### config.mk
export PLATFORM = sky130hd
export DESIGN_NAME = script_language_segmenter
export DESIGN_NICKNAME = d
export VERILOG_FILES = /design/src/hw/rtl/slseg_pkg.sv /design/src/hw/rtl/slseg_front.sv /design/src/hw/rtl/slseg_fifo.sv /design/src/hw/rtl/slseg_back.sv /design/src/hw/rtl/script_language_segmenter.sv
export SDC_FILE = /design/constraint.sdc
export NUM_CORES = 1
export LEC_CHECK = 0
export BUFFER_PORTS_ARGS = -buffer_cell sky130_fd_sc_hd__buf_2
export CAP_MARGIN = 20
export CORE_MARGIN = 4
export CORE_UTILIZATION = 40
export DETAILED_ROUTE_END_ITERATION = 12
export PLACE_DENSITY = 0.69
export SLEW_MARGIN = 20
export SYNTH_ARGS = -nofsm -noshare
export SYNTH_HDL_FRONTEND = slang
export SYNTH_HIERARCHICAL = 1
export SYNTH_SLANG_ARGS = --single-unit
### constraint.sdc
create_clock -name i_clk -period 4.9 [get_ports i_clk]
set_input_delay 0 -clock i_clk [delete_from_list [all_inputs] [get_ports i_clk]]
set_output_delay 0 -clock i_clk [all_outputs]
set_load 0.02 [all_outputs]
### src/hw/rtl/slseg_pkg.sv
// Shared types, constants and classification functions of the script language segmenter.
package slseg_pkg;

    localparam int OFFSET_BITS_DEF = 16;
    localparam int SEG_BITS        = 16;
    localparam int CP_BITS         = 21;
    localparam int CFG_IDX_BITS    = 4;
    localparam int QUEUE_DEPTH     = 4;

    typedef enum logic [2:0] {
        LANG_JA    = 3'd0,
        LANG_ZH    = 3'd1,
        LANG_KO    = 3'd2,
        LANG_LATIN = 3'd3,
        LANG_NONE  = 3'd4
    } t_lang;

    localparam logic [CFG_IDX_BITS-1:0] CFG_JA    = CFG_IDX_BITS'(0);
    localparam logic [CFG_IDX_BITS-1:0] CFG_ZH    = CFG_IDX_BITS'(1);
    localparam logic [CFG_IDX_BITS-1:0] CFG_KO    = CFG_IDX_BITS'(2);
    localparam logic [CFG_IDX_BITS-1:0] CFG_LATIN = CFG_IDX_BITS'(3);

    typedef struct packed {
        logic ja;
        logic zh;
        logic ko;
        logic latin;
    } t_cfg;

    typedef struct packed {
        logic [1:0]          lang;
        logic [SEG_BITS-1:0] offset;
        logic [SEG_BITS-1:0] length;
        logic                saturated;
        logic                last_segment;
    } t_seg;

    // One queue entry holds the results of one item, first always valid.
    typedef struct packed {
        logic two;
        t_seg first;
        t_seg second;
    } t_rec;

    function automatic logic in_range(input logic [CP_BITS-1:0] c,
                                      input logic [CP_BITS-1:0] lo,
                                      input logic [CP_BITS-1:0] hi);
        return (c >= lo) && (c <= hi);
    endfunction

    function automatic t_lang classify(input logic [CP_BITS-1:0] c,
                                       input logic kana_ctx,
                                       input t_cfg cfg);
        logic is_kana;
        logic is_hangul;
        logic is_han;
        logic is_latin;
        t_lang res;
        is_kana   = in_range(c, 21'h3040, 21'h309F) || in_range(c, 21'h30A0, 21'h30FF) ||
                    in_range(c, 21'h31F0, 21'h31FF) || in_range(c, 21'hFF65, 21'hFF9F);
        is_hangul = in_range(c, 21'hAC00, 21'hD7AF) || in_range(c, 21'h1100, 21'h11FF) ||
                    in_range(c, 21'h3130, 21'h318F) || in_range(c, 21'hFFA0, 21'hFFDC);
        is_han    = in_range(c, 21'h4E00, 21'h9FFF) || in_range(c, 21'h3400, 21'h4DBF) ||
                    in_range(c, 21'hF900, 21'hFAFF);
        is_latin  = in_range(c, 21'hFF21, 21'hFF3A) || in_range(c, 21'hFF41, 21'hFF5A) ||
                    in_range(c, 21'h0041, 21'h005A) || in_range(c, 21'h0061, 21'h007A) ||
                    in_range(c, 21'h00C0, 21'h00D6) || in_range(c, 21'h00D8, 21'h00F6) ||
                    in_range(c, 21'h00F8, 21'h00FF);
        res = LANG_NONE;
        if (is_kana) begin
            res = cfg.ja ? LANG_JA : LANG_NONE;
        end else if (is_hangul) begin
            res = cfg.ko ? LANG_KO : LANG_NONE;
        end else if (is_han) begin
            if (cfg.ja && cfg.zh) begin
                res = kana_ctx ? LANG_JA : LANG_ZH;
            end else if (cfg.ja) begin
                res = LANG_JA;
            end else if (cfg.zh) begin
                res = LANG_ZH;
            end
        end else if (is_latin) begin
            res = cfg.latin ? LANG_LATIN : LANG_NONE;
        end
        return res;
    endfunction

    function automatic logic [2:0] utf8_size(input logic [CP_BITS-1:0] c);
        logic [2:0] sz;
        if (c < 21'h80) begin
            sz = 3'd1;
        end else if (c < 21'h800) begin
            sz = 3'd2;
        end else if (c < 21'h10000) begin
            sz = 3'd3;
        end else begin
            sz = 3'd4;
        end
        return sz;
    endfunction

endpackage

### src/hw/rtl/slseg_front.sv
// Front part: configuration registers, classification and per-text segment state.
module slseg_front
    import slseg_pkg::*;
#(
    parameter int OFFSET_BITS = OFFSET_BITS_DEF
) (
    input  logic                    i_clk,
    input  logic                    i_rst_n,
    input  logic                    i_cfg_valid,
    input  logic [CFG_IDX_BITS-1:0] i_cfg_index,
    input  logic                    i_cfg_data,
    input  logic                    i_valid,
    input  logic [CP_BITS-1:0]      i_codepoint,
    input  logic                    i_context_has_kana,
    input  logic                    i_last,
    input  logic                    i_accept,
    output logic                    o_push,
    output t_rec                    o_rec
);

    localparam logic [OFFSET_BITS-1:0] MAX_POS = '1;

    t_cfg                   r_cfg;
    t_lang                  r_cur;
    logic [OFFSET_BITS-1:0] r_start;
    logic [OFFSET_BITS-1:0] r_pos;
    logic                   r_seen;
    logic                   r_emitted;
    logic                   r_ovf;

    t_lang                  cls;
    logic                   ws;
    logic                   seen_new;
    logic                   change;
    t_lang                  cur_mid;
    logic [OFFSET_BITS-1:0] start_mid;
    logic                   emitted_mid;
    logic [OFFSET_BITS:0]   sum;
    logic [OFFSET_BITS-1:0] pos_new;
    logic                   ovf_new;
    logic                   fin_lang;
    logic                   fin_default;
    t_seg                   seg_change;
    t_seg                   seg_final;

    function automatic logic [SEG_BITS-1:0] to_seg(input logic [OFFSET_BITS-1:0] v);
        logic [31:0] w;
        w = 32'(v);
        return w[SEG_BITS-1:0];
    endfunction

    always_comb begin
        cls         = classify(i_codepoint, i_context_has_kana, r_cfg);
        ws          = (i_codepoint == 21'h20) || (i_codepoint == 21'h09) ||
                      (i_codepoint == 21'h0A) || (i_codepoint == 21'h0D);
        seen_new    = r_seen | ~ws;
        change      = (cls != LANG_NONE) && (r_cur != LANG_NONE) && (cls != r_cur);
        cur_mid     = (cls != LANG_NONE) ? cls : r_cur;
        start_mid   = change ? r_pos : r_start;
        emitted_mid = r_emitted | change;
        sum         = {1'b0, r_pos} + (OFFSET_BITS + 1)'(utf8_size(i_codepoint));
        pos_new     = sum[OFFSET_BITS] ? MAX_POS : sum[OFFSET_BITS-1:0];
        ovf_new     = r_ovf | sum[OFFSET_BITS];
        fin_lang    = i_last && (cur_mid != LANG_NONE);
        fin_default = i_last && (cur_mid == LANG_NONE) && !emitted_mid && seen_new;

        seg_change.lang         = r_cur[1:0];
        seg_change.offset       = to_seg(r_start);
        seg_change.length       = to_seg(r_pos - r_start);
        seg_change.saturated    = r_ovf;
        seg_change.last_segment = 1'b0;

        if (fin_lang) begin
            seg_final.lang   = cur_mid[1:0];
            seg_final.offset = to_seg(start_mid);
            seg_final.length = to_seg(pos_new - start_mid);
        end else begin
            seg_final.lang   = 2'(LANG_LATIN);
            seg_final.offset = '0;
            seg_final.length = to_seg(pos_new);
        end
        seg_final.saturated    = ovf_new;
        seg_final.last_segment = 1'b1;

        o_rec.two    = change && (fin_lang || fin_default);
        o_rec.first  = change ? seg_change : seg_final;
        o_rec.second = seg_final;
        o_push       = i_accept && (change || fin_lang || fin_default);
    end

    always_ff @(posedge i_clk) begin
        if (!i_rst_n) begin
            r_cfg     <= '0;
            r_cur     <= LANG_NONE;
            r_start   <= '0;
            r_pos     <= '0;
            r_seen    <= 1'b0;
            r_emitted <= 1'b0;
            r_ovf     <= 1'b0;
        end else begin
            if (i_cfg_valid) begin
                unique case (i_cfg_index)
                    CFG_JA:    r_cfg.ja    <= i_cfg_data;
                    CFG_ZH:    r_cfg.zh    <= i_cfg_data;
                    CFG_KO:    r_cfg.ko    <= i_cfg_data;
                    CFG_LATIN: r_cfg.latin <= i_cfg_data;
                    default: begin
                    end
                endcase
            end
            if (i_accept) begin
                if (i_last) begin
                    r_cur     <= LANG_NONE;
                    r_start   <= '0;
                    r_pos     <= '0;
                    r_seen    <= 1'b0;
                    r_emitted <= 1'b0;
                    r_ovf     <= 1'b0;
                end else begin
                    r_cur     <= cur_mid;
                    r_start   <= start_mid;
                    r_pos     <= pos_new;
                    r_seen    <= seen_new;
                    r_emitted <= emitted_mid;
                    r_ovf     <= ovf_new;
                end
            end
        end
    end

    // A result record is only queued while a valid input item is present.
    assert property (@(posedge i_clk) disable iff (!i_rst_n)
        o_push |-> i_valid)
        else $error("Result record queued without a valid item.");

    // The start of the open segment never passes the byte position.
    assert property (@(posedge i_clk) disable iff (!i_rst_n)
        r_start <= r_pos)
        else $error("Segment start beyond byte position.");

    // After the final item of a text all per-text state is back at rest.
    assert property (@(posedge i_clk) disable iff (!i_rst_n)
        (i_accept && i_last) |=> (r_pos == '0) && (r_cur == LANG_NONE) && !r_ovf)
        else $error("Text state not cleared after final item.");

endmodule

### src/hw/rtl/slseg_fifo.sv
// Short queue of result records between the front and back parts.
module slseg_fifo
    import slseg_pkg::*;
#(
    parameter int DEPTH = QUEUE_DEPTH
) (
    input  logic i_clk,
    input  logic i_rst_n,
    input  logic i_push,
    input  t_rec i_rec,
    output logic o_full,
    input  logic i_pop,
    output logic o_valid,
    output t_rec o_rec
);

    localparam int PTR_BITS = (DEPTH > 1) ? $clog2(DEPTH) : 1;
    localparam int CNT_BITS = $clog2(DEPTH + 1);
    localparam logic [PTR_BITS-1:0] LAST_PTR = PTR_BITS'(DEPTH - 1);
    localparam logic [CNT_BITS-1:0] FULL_CNT = CNT_BITS'(DEPTH);

    t_rec                r_mem [DEPTH];
    logic [PTR_BITS-1:0] r_wr;
    logic [PTR_BITS-1:0] r_rd;
    logic [CNT_BITS-1:0] r_count;

    assign o_full  = (r_count == FULL_CNT);
    assign o_valid = (r_count != '0);
    assign o_rec   = r_mem[r_rd];

    always_ff @(posedge i_clk) begin
        if (i_push) begin
            r_mem[r_wr] <= i_rec;
        end
    end

    always_ff @(posedge i_clk) begin
        if (!i_rst_n) begin
            r_wr    <= '0;
            r_rd    <= '0;
            r_count <= '0;
        end else begin
            if (i_push) begin
                r_wr <= (r_wr == LAST_PTR) ? '0 : r_wr + 1'b1;
            end
            if (i_pop) begin
                r_rd <= (r_rd == LAST_PTR) ? '0 : r_rd + 1'b1;
            end
            if (i_push && !i_pop) begin
                r_count <= r_count + 1'b1;
            end else if (!i_push && i_pop) begin
                r_count <= r_count - 1'b1;
            end
        end
    end

    assert property (@(posedge i_clk) disable iff (!i_rst_n)
        i_push |-> !o_full)
        else $error("Push into a full queue.");

    assert property (@(posedge i_clk) disable iff (!i_rst_n)
        i_pop |-> o_valid)
        else $error("Pop from an empty queue.");

    assert property (@(posedge i_clk) disable iff (!i_rst_n)
        (i_push && !i_pop) |=> (r_count == $past(r_count) + 1'b1))
        else $error("Queue count did not follow a push.");

endmodule

### src/hw/rtl/slseg_back.sv
// Back part: takes result records from the queue and presents them one result at a time.
module slseg_back
    import slseg_pkg::*;
(
    input  logic                i_clk,
    input  logic                i_rst_n,
    input  logic                i_rec_valid,
    input  t_rec                i_rec,
    output logic                o_pop,
    output logic                o_valid,
    input  logic                i_ready,
    output logic [1:0]          o_lang,
    output logic [SEG_BITS-1:0] o_seg_offset,
    output logic [SEG_BITS-1:0] o_seg_length,
    output logic                o_saturated,
    output logic                o_last_segment
);

    t_rec r_rec;
    logic r_have;
    logic r_second;
    t_seg seg;
    logic out_acc;
    logic rec_done;

    always_comb begin
        out_acc  = r_have && i_ready;
        rec_done = out_acc && (r_second || !r_rec.two);
        o_pop    = i_rec_valid && (!r_have || rec_done);
        seg      = r_second ? r_rec.second : r_rec.first;
    end

    assign o_valid        = r_have;
    assign o_lang         = seg.lang;
    assign o_seg_offset   = seg.offset;
    assign o_seg_length   = seg.length;
    assign o_saturated    = seg.saturated;
    assign o_last_segment = seg.last_segment;

    always_ff @(posedge i_clk) begin
        if (o_pop) begin
            r_rec <= i_rec;
        end
    end

    always_ff @(posedge i_clk) begin
        if (!i_rst_n) begin
            r_have   <= 1'b0;
            r_second <= 1'b0;
        end else begin
            if (o_pop) begin
                r_have   <= 1'b1;
                r_second <= 1'b0;
            end else if (rec_done) begin
                r_have   <= 1'b0;
                r_second <= 1'b0;
            end else if (out_acc) begin
                r_second <= 1'b1;
            end
        end
    end

    assert property (@(posedge i_clk) disable iff (!i_rst_n)
        r_second |-> (r_have && r_rec.two))
        else $error("Second result selected without a two-result record.");

    assert property (@(posedge i_clk) disable iff (!i_rst_n)
        (r_have && r_rec.two && !r_second) |-> !o_last_segment)
        else $error("Final flag on the leading result of a record.");

    assert property (@(posedge i_clk) disable iff (!i_rst_n)
        (out_acc && r_rec.two && !r_second) |=> (r_have && r_second))
        else $error("Second result of a record was dropped.");

endmodule

### src/hw/rtl/script_language_segmenter.sv
// Top level of the script language segmenter.
// One decoded codepoint is accepted per cycle while the result queue has room; the front
// classifies it and updates the segment state in that same cycle, so the sustained input
// rate is one item per clock. An item yields zero, one or two segment results; these pass
// through a four-entry queue to an output register that delivers one result per cycle while
// the receiver is ready, so texts with many language changes are limited by the output side
// at one result per clock. Results pass the queue memory and then the output register.
// Byte counters are OFFSET_BITS wide and saturate; offsets and lengths are reported in
// their low 16 bits. Configuration writes are always accepted and should be made only
// while no text is in progress and the outputs are drained.
module script_language_segmenter
    import slseg_pkg::*;
#(
    parameter int OFFSET_BITS = OFFSET_BITS_DEF
) (
    input  logic                    i_clk,
    input  logic                    i_rst_n,
    input  logic                    i_cfg_valid,
    output logic                    o_cfg_ready,
    input  logic [CFG_IDX_BITS-1:0] i_cfg_index,
    input  logic                    i_cfg_data,
    input  logic                    i_valid,
    output logic                    o_ready,
    input  logic [CP_BITS-1:0]      i_codepoint,
    input  logic                    i_context_has_kana,
    input  logic                    i_last,
    output logic                    o_valid,
    input  logic                    i_ready,
    output logic [1:0]              o_lang,
    output logic [SEG_BITS-1:0]     o_seg_offset,
    output logic [SEG_BITS-1:0]     o_seg_length,
    output logic                    o_saturated,
    output logic                    o_last_segment
);

    logic in_acc;
    logic push;
    t_rec push_rec;
    logic full;
    logic pop;
    logic q_valid;
    t_rec q_rec;

    assign o_cfg_ready = 1'b1;
    assign o_ready     = !full;
    assign in_acc      = i_valid && !full;

    slseg_front #(
        .OFFSET_BITS(OFFSET_BITS)
    ) u_front (
        .i_clk             (i_clk),
        .i_rst_n           (i_rst_n),
        .i_cfg_valid       (i_cfg_valid),
        .i_cfg_index       (i_cfg_index),
        .i_cfg_data        (i_cfg_data),
        .i_valid           (i_valid),
        .i_codepoint       (i_codepoint),
        .i_context_has_kana(i_context_has_kana),
        .i_last            (i_last),
        .i_accept          (in_acc),
        .o_push            (push),
        .o_rec             (push_rec)
    );

    slseg_fifo #(
        .DEPTH(QUEUE_DEPTH)
    ) u_fifo (
        .i_clk  (i_clk),
        .i_rst_n(i_rst_n),
        .i_push (push),
        .i_rec  (push_rec),
        .o_full (full),
        .i_pop  (pop),
        .o_valid(q_valid),
        .o_rec  (q_rec)
    );

    slseg_back u_back (
        .i_clk         (i_clk),
        .i_rst_n       (i_rst_n),
        .i_rec_valid   (q_valid),
        .i_rec         (q_rec),
        .o_pop         (pop),
        .o_valid       (o_valid),
        .i_ready       (i_ready),
        .o_lang        (o_lang),
        .o_seg_offset  (o_seg_offset),
        .o_seg_length  (o_seg_length),
        .o_saturated   (o_saturated),
        .o_last_segment(o_last_segment)
    );

endmodule

Word-level counts from Yosys, hierarchy flattened
Memories as Yosys holds them, arrays and structs flattened. A register that Yosys moved wholly into a read port is not among the register bits.
Index checks and enable logic that the tools add are counted.
{"block": "classes", "addsub": 7, "multipliers": 0, "div": 0, "order_cmp": 39, "eq_ne": 15, "shift": 0, "n_mux": 34, "n_bitwise": 5, "n_reduce_logical": 70}
{"op": "21-bit by 16-bit less-or-equal comparator with 1-bit output (second input constant)", "count": 7}
{"op": "21-bit by 16-bit >= comparator with 1-bit output (second input constant)", "count": 6}
{"op": "21-bit by 14-bit >= comparator with 1-bit output (second input constant)", "count": 5}
{"op": "21-bit by 14-bit less-or-equal comparator with 1-bit output (second input constant)", "count": 4}
{"op": "36-bit 2-to-1 mux", "count": 2}
{"op": "16-bit 2-to-1 mux", "count": 4}
{"op": "21-bit by 4-bit == test with 1-bit output (second input constant)", "count": 3}
{"op": "21-bit by 8-bit >= comparator with 1-bit output (second input constant)", "count": 3}
{"op": "21-bit by 8-bit less-or-equal comparator with 1-bit output (second input constant)", "count": 3}
{"op": "3-bit 2-to-1 mux", "count": 17}
{"op": "21-bit by 7-bit >= comparator with 1-bit output (second input constant)", "count": 2}
{"op": "21-bit by 7-bit less-or-equal comparator with 1-bit output (second input constant)", "count": 2}
{"op": "34-bit 2-to-1 mux", "count": 1}
{"op": "1-bit logical AND", "count": 33}
{"op": "16-bit subtractor", "count": 2}
{"op": "1-bit logical OR", "count": 22}
{"op": "21-bit by 6-bit == test with 1-bit output (second input constant)", "count": 1}
{"op": "21-bit by 13-bit >= comparator with 1-bit output (second input constant)", "count": 1}
{"op": "21-bit by 15-bit >= comparator with 1-bit output (second input constant)", "count": 1}
{"op": "21-bit by 13-bit less-or-equal comparator with 1-bit output (second input constant)", "count": 1}
{"op": "21-bit by 15-bit less-or-equal comparator with 1-bit output (second input constant)", "count": 1}
{"op": "21-bit by 12-bit less-than comparator with 1-bit output (second input constant)", "count": 1}
{"op": "21-bit by 17-bit less-than comparator with 1-bit output (second input constant)", "count": 1}
{"op": "21-bit by 8-bit less-than comparator with 1-bit output (second input constant)", "count": 1}
{"op": "20 further kinds", "count": 46}
{"block": "totals", "ff_bits": 52, "latchBits": 0, "mem_bits_rw": 288, "rom_bits": 0, "in_bits": 33, "out_inout_bits": 39, "word_cells": 187, "n_memories": 1}
{"memory": "u_fifo.r_mem", "words": 4, "word_bits": 72, "read_ports": 1, "rd_clocked_by_memory_dff": 1, "wr": 1, "line": "slseg_fifo.sv:22", "rtl": "t_rec r_mem [DEPTH];"}

Longest topological paths before layout
Gate-level depths: netlist (run 1).
{"block": "depth", "depth_word": 25, "ltp_mapped": 29, "ltp_nobuf": 28}

Modules after synthesis
Netlist (run 1), hierarchy kept.
{"mod": "slseg_fifo", "instances": 1, "cells_each": 425, "area_per_inst_um2": 11066.9, "seq_area_each_um2": 8948.6}
{"mod": "slseg_front", "instances": 1, "cells_each": 723, "area_per_inst_um2": 5048.6, "seq_area_each_um2": 840.8}
{"mod": "slseg_back", "instances": 1, "cells_each": 124, "area_per_inst_um2": 2846.5, "seq_area_each_um2": 2232.1}
{"mod": "script_language_segmenter", "instances": 1, "cells_each": 4, "area_per_inst_um2": 21.3, "seq_area_each_um2": 0.0}

Least setup slack after synthesis (run 1)
OpenSTA, ideal clock, no wires.
{"block": "synth_path", "kind": "register to register", "start": "register u_back.r_have, in the netlist u_back/o_valid", "end": "register u_fifo.r_count[2]", "setup_ns": 0.076, "t_arrival_ns": 5.293, "t_required_ns": 4.824, "path_slack_ns": -0.469, "stages_incl_launch_ff": 10, "path_buffers": 0, "synth_period_minus_slack_ns": 5.369, "cell_sequence": "dfxtp_1 -> a21boi_0 -> nor2b_1 -> inv_1 -> ha_1 -> inv_1 -> fa_1 -> xor2_1 -> or3_1 -> a21boi_0"}
{"block": "synth_between", "elab_chain_cells": 7, "word_cells_on_any_way": 10, "cone_classes": "mux: 1; reduce/logical: 9"}
{"item": "start: declaration", "line": "slseg_back.sv:20", "rtl": "logic r_have;"}
{"item": "start signal: assignment", "line": "slseg_back.sv:48", "rtl": "r_have <= 1'b0;"}
{"item": "start signal: assignment", "line": "slseg_back.sv:52", "rtl": "r_have <= 1'b1;"}
{"item": "start signal: assignment", "line": "slseg_back.sv:55", "rtl": "r_have <= 1'b0;"}
{"item": "1-bit logical AND", "line": "slseg_back.sv:27", "rtl": "out_acc = r_have && i_ready;"}
{"item": "1-bit logical AND", "line": "slseg_back.sv:28", "rtl": "rec_done = out_acc && (r_second || !r_rec.two);"}
{"item": "1-bit logical OR (*)", "line": "slseg_back.sv:29", "rtl": "o_pop = i_rec_valid && (!r_have || rec_done);"}
{"item": "1-bit logical AND (*)", "line": "slseg_back.sv:29"}
{"item": "named net pop", "line": "script_language_segmenter.sv:40", "rtl": "logic pop;"}
{"item": "1-bit zero test", "line": "slseg_fifo.sv:49", "rtl": "if (i_push && !i_pop) begin"}
{"item": "1-bit logical AND", "line": "slseg_fifo.sv:49"}
{"item": "3-bit 2-to-1 mux / 2-bit nonzero test (equally long branches)"}
{"item": "end signal: assignment", "line": "slseg_fifo.sv:50", "rtl": "r_count <= r_count + 1'b1;"}
{"item": "end signal: assignment", "line": "slseg_fifo.sv:52", "rtl": "r_count <= r_count - 1'b1;"}
{"item": "end: declaration", "line": "slseg_fifo.sv:25", "rtl": "logic [CNT_BITS-1:0] r_count;"}
Mark *: on every way through the listed nets, which the timed path passes. The rest lies on a longest branch.
A chain may end at the register's enable or synchronous reset.

Final worst setup path (run 1)
{"block": "layout_path", "start": "input i_codepoint[18]", "end": "memory u_fifo/r_mem[0][52] (netlist name), data pin"}
{"block": "layout_between", "elab_chain_cells": 19, "word_cells_on_any_way": 91, "cone_classes": "add/sub: 2; order compare: 39; eq/ne: 3; mux: 12; reduce/logical: 35"}
{"item": "start: declaration", "line": "script_language_segmenter.sv:24", "rtl": "input logic [CP_BITS-1:0] i_codepoint,"}
{"item": "21-bit by 16-bit >= comparator with 1-bit output / 21-bit by 16-bit less-or-equal comparator with 1-bit output (equally long branches)", "line": "slseg_pkg.sv:48", "rtl": "return (c >= lo) && (c <= hi);"}
{"item": "1-bit logical AND", "line": "slseg_pkg.sv:48"}
{"item": "1-bit logical OR (2 in series)", "line": "slseg_pkg.sv:65", "rtl": "is_latin = in_range(c, 21'hFF21, 21'hFF3A) || in_range(c, 21'hFF41, 21'hFF5A) ||"}
{"item": "1-bit logical OR (2 in series)", "line": "slseg_pkg.sv:66", "rtl": "in_range(c, 21'h0041, 21'h005A) || in_range(c, 21'h0061, 21'h007A) ||"}
{"item": "1-bit logical OR (2 in series)", "line": "slseg_pkg.sv:67", "rtl": "in_range(c, 21'h00C0, 21'h00D6) || in_range(c, 21'h00D8, 21'h00F6) ||"}
{"item": "3-bit 2-to-1 mux", "line": "slseg_pkg.sv:82", "rtl": "end else if (is_latin) begin"}
{"item": "3-bit 2-to-1 mux", "line": "slseg_pkg.sv:74", "rtl": "end else if (is_han) begin"}
{"item": "3-bit 2-to-1 mux", "line": "slseg_pkg.sv:72", "rtl": "end else if (is_hangul) begin"}
{"item": "3-bit 2-to-1 mux", "line": "slseg_pkg.sv:70", "rtl": "if (is_kana) begin"}
{"item": "3-bit inequality test", "line": "slseg_front.sv:57, slseg_front.sv:58"}
{"item": "1-bit logical AND (2 in series)", "line": "slseg_front.sv:57", "rtl": "change = (cls != LANG_NONE) && (r_cur != LANG_NONE) && (cls != r_cur);"}
{"item": "16-bit 2-to-1 mux", "line": "slseg_front.sv:59", "rtl": "start_mid = change ? r_pos : r_start;"}
{"item": "16-bit subtractor", "line": "slseg_front.sv:76", "rtl": "seg_final.length = to_seg(pos_new - start_mid);"}
{"item": "34-bit 2-to-1 mux", "line": "slseg_front.sv:73", "rtl": "if (fin_lang) begin"}
{"item": "36-bit 2-to-1 mux (*)", "line": "slseg_front.sv:86", "rtl": "o_rec.first = change ? seg_change : seg_final;"}
{"item": "end: declaration", "line": "slseg_fifo.sv:22"}
Every way passes the cells marked *; elsewhere a longest branch is shown, timed or not.

==> results of run 1 <==
-- flip-flops by register name (all words and copies together) (netlist names), named ones only --
register / flops
u_back/r_second: 1
u_front/r_start: 16
u_front/r_cur: 3
u_fifo/r_count: 3
u_fifo/r_rd: 2
u_back/r_rec: 73
u_front/r_ovf: 1
u_back/o_valid: 1
u_fifo/r_wr: 2
u_front/r_seen: 1
u_front/r_emitted: 1
u_front/r_cfg: 4
u_front/r_pos: 16
u_fifo/r_mem: 292
-- stage by stage --
stage,hold slack [ps],area [um^2],utilization [%]
4_1_cts,68.88,22400,47.91
6_report,95.57,22510,48.14
3_5_place_dp,294.4,20910,44.72
5_1_grt,136.1,22510,48.14
3_3_place_gp,290.7,20910,44.72
2_1_floorplan,117.8,19020,-
-- synthesized netlist by cell type (10+ instances only) --
cell type	number	area, um^2
a21o_1	10	75.07
a21oi_1	58	290.3
a22oi_1	19	142.6
a22oi_2	10	125.1
a31oi_1	12	75.07
and2_1	11	68.82
buf_2	20	100.1
clkbuf_1	26	97.59
dfxtp_1	53	1061
edfxtp_1	365	10960
ha_1	39	488.0
inv_1	51	191.4
mux2_4	29	435.4
mux2i_1	23	230.2
mux4_2	72	1622
nand2_1	62	232.7
nand2b_1	10	62.56
nand3_1	17	85.08
nand4_1	11	68.82
nor2_1	121	454.2
nor2b_1	17	106.4
nor3_1	12	60.06
o21ai_0	30	150.1
o21ai_1	10	50.05
xnor2_1	23	201.4
xor2_1	16	140.1
-- power by group --
| group | switching, mW | internal [mW] | total (mW) |
|---|---|---|---|
| Sequential | 0.228 | 4.45 | 4.67 |
| Clock | 1.26 | 1.90 | 3.16 |
| Combinational | 1.06 | 0.947 | 2.01 |
| Total | 2.55 | 7.29 | 9.85 |
-- path summary, 6_finish.rpt --
path / from / end / slack, ps
worst max-delay path: i_codepoint[18] / u_fifo/r_mem[0][52] / 270
worst min-delay path: i_valid / u_front/r_emitted / 100
worst min register to register: u_front/r_ovf / u_front/r_ovf / 490
worst max register to register: u_front/r_cfg[0] / u_fifo/r_mem[0][52] / 350
-- worst reg2reg max path: cells and delay by family, from the launching register on --
family / cells / cell delay, ps
flip-flops: 1 / 360
buffers and inverters: 2 / 240
AO/OA/AOI/OAI: 12 / 2280
XOR/XNOR: 1 / 150
adder cells (fa/ha/maj): 1 / 460
AND/OR/NAND/NOR: 5 / 800
-- cells by family (layout without fill, tap and decap cells) --
family	count (synthesis)	count (layout)	share of synthesized area (%)
AND/OR/NAND/NOR	311	311	7.995
multiplexers	138	138	12.96
buffers and inverters	119	362	3.447
XOR/XNOR	39	39	1.799
AO/OA/AOI/OAI	206	206	7.441
adder cells (fa/ha/maj)	43	43	2.992
flip-flops	418	418	63.33
other	2	2	0.03956
-- cell type report --
type	count	area (um^2)	area share, %
Tap cell	607	759.5	3.374
Sequential cell	418	12030	53.45
Clock buffer	68	1242	5.520
Clock inverter	9	126.4	0.5615
Multi-Input combinational cell	739	6445	28.64
Inverter	52	195.2	0.8672
Timing Repair Buffer	233	1708	7.588
-- metal layers --
layer	vias to the layer above	GRT usage [%]	share of wire (%)
met2	326	28.38	50
li1	5326	-	-
met3	54	2.379	5.5
met5	-	0	0
met1	5671	21.94	42
met4	0	4.169	2.0
-- repair_timing --
| action | CTS | global route |
|---|---|---|
| hold buffers | 12 | 0 |
| setup buffers | 0 | 2 |
| endpoints found under the hold margin | 21 | 0 |
| setup endpoints to repair | 0 | 52 |
| resized for setup | 0 | 21 |
==> metrics, run 1 <==
# nets final=around 1600; CP Capture Type=flop; ANT nets after route=0; worst hold path class=in2reg; synth warn=6; status=finished clean; commonest non-fill, non-tap cell in the layout=edfxtp_1; Root Buffer=clkbuf_16; vias in the first global route=11545; total wire length=41590 um; Clock H-tree levels=2; Max-Slew Margin vs Limit=between 20 and 30%; DIE AREA=0.05101 mm^2; Worst-Skew Late Latency=about 530 ps; I/O Pins=72; post-DP HPWL=27460 um; CP Class=in2reg; CTS Buffer Depth=3; final setup violation count=0; crit-path cells=buf_2, or4_4, nor2_4, inv_2, o41ai_2, o32a_2, and4b_1, o32ai_4, nand2_2, buf_4, nor2_1, a21oi_1, fa_1, a21o_1, a21oi_2, nor2b_1, o21a_1, o311ai_4, a31oi_2, a21o_1, a21oi_2, xor2_1, o21ai_1, a21bo_1; post-route insts no fill=2126; CTS tree=yes; Max Cap Viol=0; all-layer global routing usage=16.41%; TNS Setup=0 ps; slowest stage cell, crit path=or4_4; mean post-synth cell area=14.88 um^2; pre-CTS WS=-374.0 ps; power density cells=437.4 mW/mm^2; CORE AREA=0.04675 mm^2; Final Hold Vio Count=0; Die Ht=around 230 um; CP arrival=a little under 5000 ps; synthesized instance count=between 1000 and 1500; fillers=3956; crit-path max FO=7; Fin Clk Skew=just under 10 ps; port buffer count=70; Layout area overhead=18.56%; layout cells sized above 1=around 29%; chip width=between 200 and 250 um; Initial Utilization=40.60%; Final Cycle Share=94.55%; instance count on the critical path=24; Crit path max-delay family=compound AO/OA/AOI/OAI gates; asr flop ratio synth=0%; global-route wire length before repair=between 60000 and 70000 um; fin. max-slew vios=0; Least-Margin Pin Slew=roughly 1100 ps; EDFF count, synth=365; Synth cell types=between 70 and 80; Largest stage delay, worst path=roughly 560 ps; Buf/Inv on CP=3; Peak Freq=about 220 MHz; antenna violations before repair=0; ys flop type=edfxtp_1; Cell Area, Synth=between 0.015 and 0.02 mm^2; WHS Path Cells=4; leading cell types in the layout, fill and taps excluded=edfxtp_1 (365), buf_4 (142), nor2_1 (120); Placer Congestion=between 0.8 and 0.9; flops & latches, synth=roughly 420; CTS clk-pin slew, worst paths=around 60 ps; worst vdd ir=around 0.39 mV; Iteration-0 DRC Markers=approximately 900; syn_nets=about 1400; TritonRoute pass-1 iters=5; aggregate global routing overflow=0; CP Data Required Time=between 5000 and 6000 ps; total power draw=just under 10 mW; placed insts=2035; CTS buffer count=44; Leak=8.013 nW; drt drc=0; Clock Sinks=about 420; Core Rows=79; crit start category=input pin; final worst slack=between 200 and 300 ps; largest net degree at the start of global routing=76; ANT cells=0; via count=between 10000 and 15000; crit path time final=around 4600 ps; Seq/Total Area, Yosys=between 60% and 70%; mean routed wirelength per cell=between 15 and 20 um; Via density=~5.4; worst reg2reg path depth=21
Power figures use the tool's default switching activity.
==> run 2, diff against run 1 <==
--- a/config.mk
+++ b/config.mk
@@ -8,9 +8,9 @@
 export BUFFER_PORTS_ARGS = -buffer_cell sky130_fd_sc_hd__buf_2
 export CAP_MARGIN = 20
 export CORE_MARGIN = 4
-export CORE_UTILIZATION = 40
+export CORE_UTILIZATION = 35
 export DETAILED_ROUTE_END_ITERATION = 12
-export PLACE_DENSITY = 0.69
+export PLACE_DENSITY = 0.63
 export SLEW_MARGIN = 20
 export SYNTH_ARGS = -nofsm -noshare
 export SYNTH_HDL_FRONTEND = slang
==> constraint.sdc (replaced) <==
create_clock -name i_clk -period 4.9 [get_ports i_clk]
set_input_delay 1.47 -clock i_clk [delete_from_list [all_inputs] [get_ports i_clk]]
set_output_delay 1.47 -clock i_clk [all_outputs]
set_load 0.02 [all_outputs]
==> run 2 against run 1 <==
The run now ends with negative setup slack left. Flip-flop and latch count stayed put. Non-clock buffer count is 63 higher. Core utilization is 4.1 points lower. Cell count is 7.2% higher. Die area is 14% higher. Fmax is 22% lower. Power is 1.3% higher. Critical path depth stayed put. Count of clock-buffer cells in the layout is 12 lower. Clock power hardly changed. Cell area is 5.0% higher.
==> metrics, run 2 (synthesis results as in run 1) <==
final worst slack=-1032 ps; Final Hold Vio Count=0; Leak=between 8 and 9 nW; aggregate global routing overflow=0; WHS Path Cells=2; largest net degree at the start of global routing=48; Via density=just over 5; post-DP HPWL=a little over 30000 um; CTS tree=yes; # nets final=1626; Placer Congestion=0.9086; Clock H-tree levels=2; max reg flops=292; fillers=roughly 4700; CP Class=in2reg; worst r2r src=u_front/r_cfg[0]; port buffer count=70; antenna violations before repair=0; worst vdd ir=around 0.3 mV; DIE AREA=between 0.05 and 0.06 mm^2; Die Ht=approximately 240 um; chip width=~240 um; met3 routed WL=approximately 2400 um; TNS Setup=-65380 ps; Top Layer Used=met4; post-cts hold buffer count=0; Metal-1 WL=between 15000 and 20000 um; crit path time final=just under 6000 ps; CTS buffer count=43; worst reg2reg path depth=22; CP Capture Type=flop; Peak Freq=about 170 MHz; flop-to-flop setup slack=roughly 420 ps; final setup violation count=112; largest register by flop count=u_fifo/r_mem; crit-path max FO=7; global-route wire length before repair=a little under 70000 um; Max-Slew Margin vs Limit=48.55%; Top Registers=u_fifo/r_mem: 292 flops, u_back/r_rec: 73 flops; fin. max-slew vios=0; Core Rows=85; ANT nets after route=0; hold path start=u_front/r_ovf; via count=roughly 12000; worst setup path endpoint=u_fifo/r_mem[3][52]; Initial Utilization=35.35%; TritonRoute pass-1 iters=5; status=finished, violations left; drt drc=0; CP arrival=around 6200 ps; met2 WL=between 20000 and 25000 um; violated checks=negative setup slack; Finished Cell Area=0.02363 mm^2; leading cell types in the layout, fill and taps excluded=edfxtp_1 (365), buf_4 (200), nor2_1 (116); mean routed wirelength per cell=19.52 um; total wire length=between 40000 and 50000 um; Critical Path Source=i_codepoint[18]; ANT cells=0; worst reg2reg endpoint=u_fifo/r_mem[3][52]; worst hold slack=approximately 490 ps; Layout area overhead=24.50%; CTS clk-pin slew, worst paths=roughly 60 ps; Root Buffer=clkbuf_16; commonest non-fill, non-tap cell in the layout=edfxtp_1; Worst-Skew Late Latency=roughly 570 ps; all-layer global routing usage=approximately 15%; I/O Pins=between 70 and 80; layout cells sized above 1=around 37%; Post-Route Utilization=~44%; Fin Clk Skew=around 24 ps; power density cells=approximately 420 mW/mm^2; CP Data Required Time=between 5000 and 6000 ps; Final Cycle Share=121.1%; crit start category=input pin; Clock Sinks=approximately 420; worst hold path class=reg2reg; Iteration-0 DRC Markers=812; CTS Buffer Depth=3; RSZ-0062 raised after global routing=true; vias in the first global route=between 10000 and 15000; Least-Margin Pin Slew=771.8 ps; CORE AREA=0.05371 mm^2; Max Cap Viol=0; DP Area=0.02164 mm^2
## run 2: final cells by class
cell class | instances | area [um^2] | area share [%]
tap | 696 | 870.8 | 3.685
clock inverter | 23 | 198.9 | 0.8418
clock buffer | 56 | 1166 | 4.934
multi-input combinational | 739 | 6889 | 29.15
timing repair buffer | 296 | 2283 | 9.662
inverter | 52 | 195.2 | 0.8259
sequential | 418 | 12030 | 50.90
## run 2: layer usage
metal	up-vias	track usage, %
met5	-	0
met4	0	4.382
met3	66	2.651
met2	307	26.49
met1	5931	20.16
li1	5454	-
## run 2: through the flow
stage | setup slack [ps] | power, mW | cells
floorplan | -1210 | 6.233 | 1276
global placement | -1540 | 6.843 | 2172
detailed placement | -1709 | 6.895 | 2172
CTS | -980.9 | 10.11 | 2271
global route | -1221 | 10.45 | 2280
finish | -1032 | 9.976 | 2280
## run 2: worst min-delay path by stage
stage                        endpoint  slack [ps]
floorplan           u_front/r_emitted         440
global placement        u_front/r_ovf         470
detailed placement      u_front/r_ovf         490
CTS                     u_front/r_ovf         500
global route        u_fifo/r_count[2]         530
finish                  u_front/r_ovf         490
## run 2: power breakdown
part | internal [mW] | switching, mW | leakage, nW
registers | 4.44 | 0.239 | 3.87
clock network | 1.84 | 1.32 | 0.664
logic | 1.02 | 1.11 | 3.95
## run 2: critical path, stage by stage
cell and delay [ps]:
buf_8 100, or4_4 560, nor2_4 240, inv_2 90
o41ai_2 340, o32a_2 220, and4b_1 220, o32ai_4 270
nand2_4 120, o21ai_4 180, ha_4 160, inv_2 30
fa_2 330, a21o_1 190, a21oi_2 170, nor2b_1 70
o21a_1 210, o311ai_4 260, a31oi_2 140, a21o_1 200
a21oi_2 140, xor2_1 180, o21ai_2 90, a21bo_1 240
## run 2: timing repair
item,CTS,global route
gates resized for setup,51,31
setup endpoints to repair,120,121
pin swaps,32,25
setup buffers,23,13
==> run 3, diff against run 2 <==
--- a/config.mk
+++ b/config.mk
@@ -10,6 +10,7 @@
 export CORE_MARGIN = 4
 export CORE_UTILIZATION = 35
 export DETAILED_ROUTE_END_ITERATION = 12
+export MAX_ROUTING_LAYER = met4
 export PLACE_DENSITY = 0.63
 export SLEW_MARGIN = 20
 export SYNTH_ARGS = -nofsm -noshare
==> run 3 against run 2 <==
The run still ends with negative setup slack left. Flip-flop and latch count unchanged. Critical path depth unchanged. Clock power increased by 3%. Clock skew decreased by 10 ps. Combinational power about the same. Fmax increased by 0.82%. Cell count increased by 0.13%. Non-clock buffer count increased by 2. Die area unchanged. Cell area increased by 0.46%. Critical path type unchanged. Largest power group unchanged.
==> metrics, run 3 (synthesis results as in run 1) <==
global-route wire length before repair=68210 um; total wire length=roughly 44000 um; layout cells sized above 1=a little under two fifths; CTS clk-pin slew, worst paths=about 60 ps; Layout area overhead=25.07%; I/O Pins=roughly 70; area of the multi-input gates=between 0.006 and 0.007 mm^2; leading cell types in the layout, fill and taps excluded=edfxtp_1 (365), buf_4 (203), nor2_1 (114); Max-Slew Margin vs Limit=46.96%; hold path start=u_front/r_ovf; Clock Sinks=about 420; mean routed wirelength per cell=19.30 um; fin. max-slew vios=0; crit-path cells=buf_6, or4_4, nor2_4, inv_2, o41ai_2, o32a_2, and4b_1, o32ai_4, nand2_4, o21ai_4, ha_2, inv_2, fa_2, a21o_1, a21oi_2, nor2b_1, o21a_1, o311ai_2, a31oi_1, a21o_1, a21oi_2, xor2_1, o21ai_2, a21bo_1; placed insts=approximately 2200; status=finished, violations left; CTS tree=yes; via count=between 10000 and 15000; Buf/Inv on CP=3; ANT cells=0; Initial Utilization=between 30% and 40%; worst vdd ir=~0.22 mV; Fin Clk Skew=~13 ps; power density cells=423.4 mW/mm^2; post-DP HPWL=between 30000 and 40000 um; CORE AREA=0.05371 mm^2; DIE AREA=roughly 0.058 mm^2; final setup violation count=between 100 and 150; drt drc=0; Core Rows=85; FF+latch area=0.01203 mm^2; Final Cycle Share=120.1%; Top Layer Used=met4; aggregate global routing overflow=0; TNS Setup=-60990 ps; chip width=between 200 and 250 um; Worst-Skew Late Latency=between 500 and 600 ps; Largest stage delay, worst path=550 ps; worst hold path class=reg2reg; met3 routed WL=between 2000 and 2500 um; antenna violations before repair=0; largest net degree at the start of global routing=48; RSZ-0062 raised after global routing=true; crit start category=input pin; TritonRoute pass-1 iters=5; Iteration-0 DRC Markers=~760; violated checks=negative setup slack; # nets final=1629; commonest non-fill, non-tap cell in the layout=edfxtp_1; ANT nets after route=0; Root Buffer=clkbuf_16; Leak=between 8 and 9 nW; Clock H-tree levels=2; max reg flops=~290; slowest stage cell, crit path=or4_4; CP Capture Type=flop; Metal-1 WL=between 15000 and 20000 um; crit-path max FO=6; Placer Congestion=around 0.9; CP Data Required Time=about 5200 ps; port buffer count=70; worst r2r src=u_front/r_cfg[0]; Final Hold Vio Count=0; largest register by flop count=u_fifo/r_mem; met2 WL=approximately 22000 um; vias in the first global route=between 10000 and 15000; Peak Freq=~170 MHz; Via density=about 5.1; Max Cap Viol=0; Die Ht=240.9 um; CP Class=in2reg; fillers=between 4000 and 5000; all-layer global routing usage=around 16%; Critical Path Source=i_codepoint[20]; crit path time final=approximately 5900 ps; final worst slack=-983.7 ps; CTS buffer count=44; CTS Buffer Depth=3; Least-Margin Pin Slew=795.6 ps; Top Registers=u_fifo/r_mem: 292 flops, u_back/r_rec: 73 flops; CP arrival=around 6200 ps; post-route insts no fill=approximately 2300; Crit path max-delay family=compound AO/OA/AOI/OAI gates
-- run 3: cell types whose count changed in the layout (fill, tap and decap cells not counted), sizes merged --
cell	change
buf	+2
clkbuf	-4
clkinv	+4
clkinvlp	-1
bufinv	+2
-- run 3: what timing repair did --
action / CTS / global route
gates resized for setup: 49 / 36
hold buffers: 0 / 0
endpoints found under the setup margin: 120 / 120
buffers inserted: 27 / 9
pin swaps: 41 / 21
-- run 3: path summary, 6_finish.rpt --
path              cells past startpoint  slack [ps]             endpoint
setup / recovery                     24        -980  u_fifo/r_mem[0][52]
hold / removal                        2         510        u_front/r_ovf
setup reg to reg                     22         470  u_fifo/r_mem[0][52]
hold reg to reg                       2         510        u_front/r_ovf
-- run 3: routing by layer --
layer / vias up / track usage (%)
li1: 5474 / -
met1: 5855 / 19.52
met2: 265 / 26.37
met3: 80 / 2.548
met4: 0 / 4.625
met5: - / -
-- run 3: through the flow --
| stage | hold WS (ps) | util, % | worst slack (ps) | total power [mW] | cell area [um^2] |
|---|---|---|---|---|---|
| floorplan | 437.2 | - | -1210 | 6.233 | 19250 |
| global placement | 470.8 | 40.39 | -1593 | 6.842 | 21690 |
| detailed placement | 486.1 | 40.39 | -1742 | 6.887 | 21690 |
| CTS | 502.2 | 43.74 | -889.2 | 10.19 | 23490 |
| global route | 529.0 | 44.21 | -1206 | 10.52 | 23740 |
| finish | 505.5 | 44.21 | -983.7 | 10.05 | 23740 |
-- run 3: layout make-up --
cell class	instances	share of cell area [%]
Clock buffer	52	4.854
Clock inverter	28	1.070
Inverter	52	0.8221
Multi-Input combinational cell	739	29.23
Sequential cell	418	50.67
Tap cell	696	3.668
Timing Repair Buffer	298	9.686
-- run 3: worst register-to-register path: cells and delay by family (launching register included) --
kind | cells | cell delay (ps)
compound gates | 12 | 2220
xor+xnor | 1 | 180
fa+ha+maj | 2 | 540
buf+inv | 3 | 250
flops | 1 | 360
simple gates | 4 | 610
-- run 3: power by group --
group          total [mW]  switching (mW)  internal [mW]
Sequential           4.67           0.228           4.45
Clock                3.24            1.30           1.94
Combinational        2.14            1.12           1.02
Total                10.1            2.65           7.40
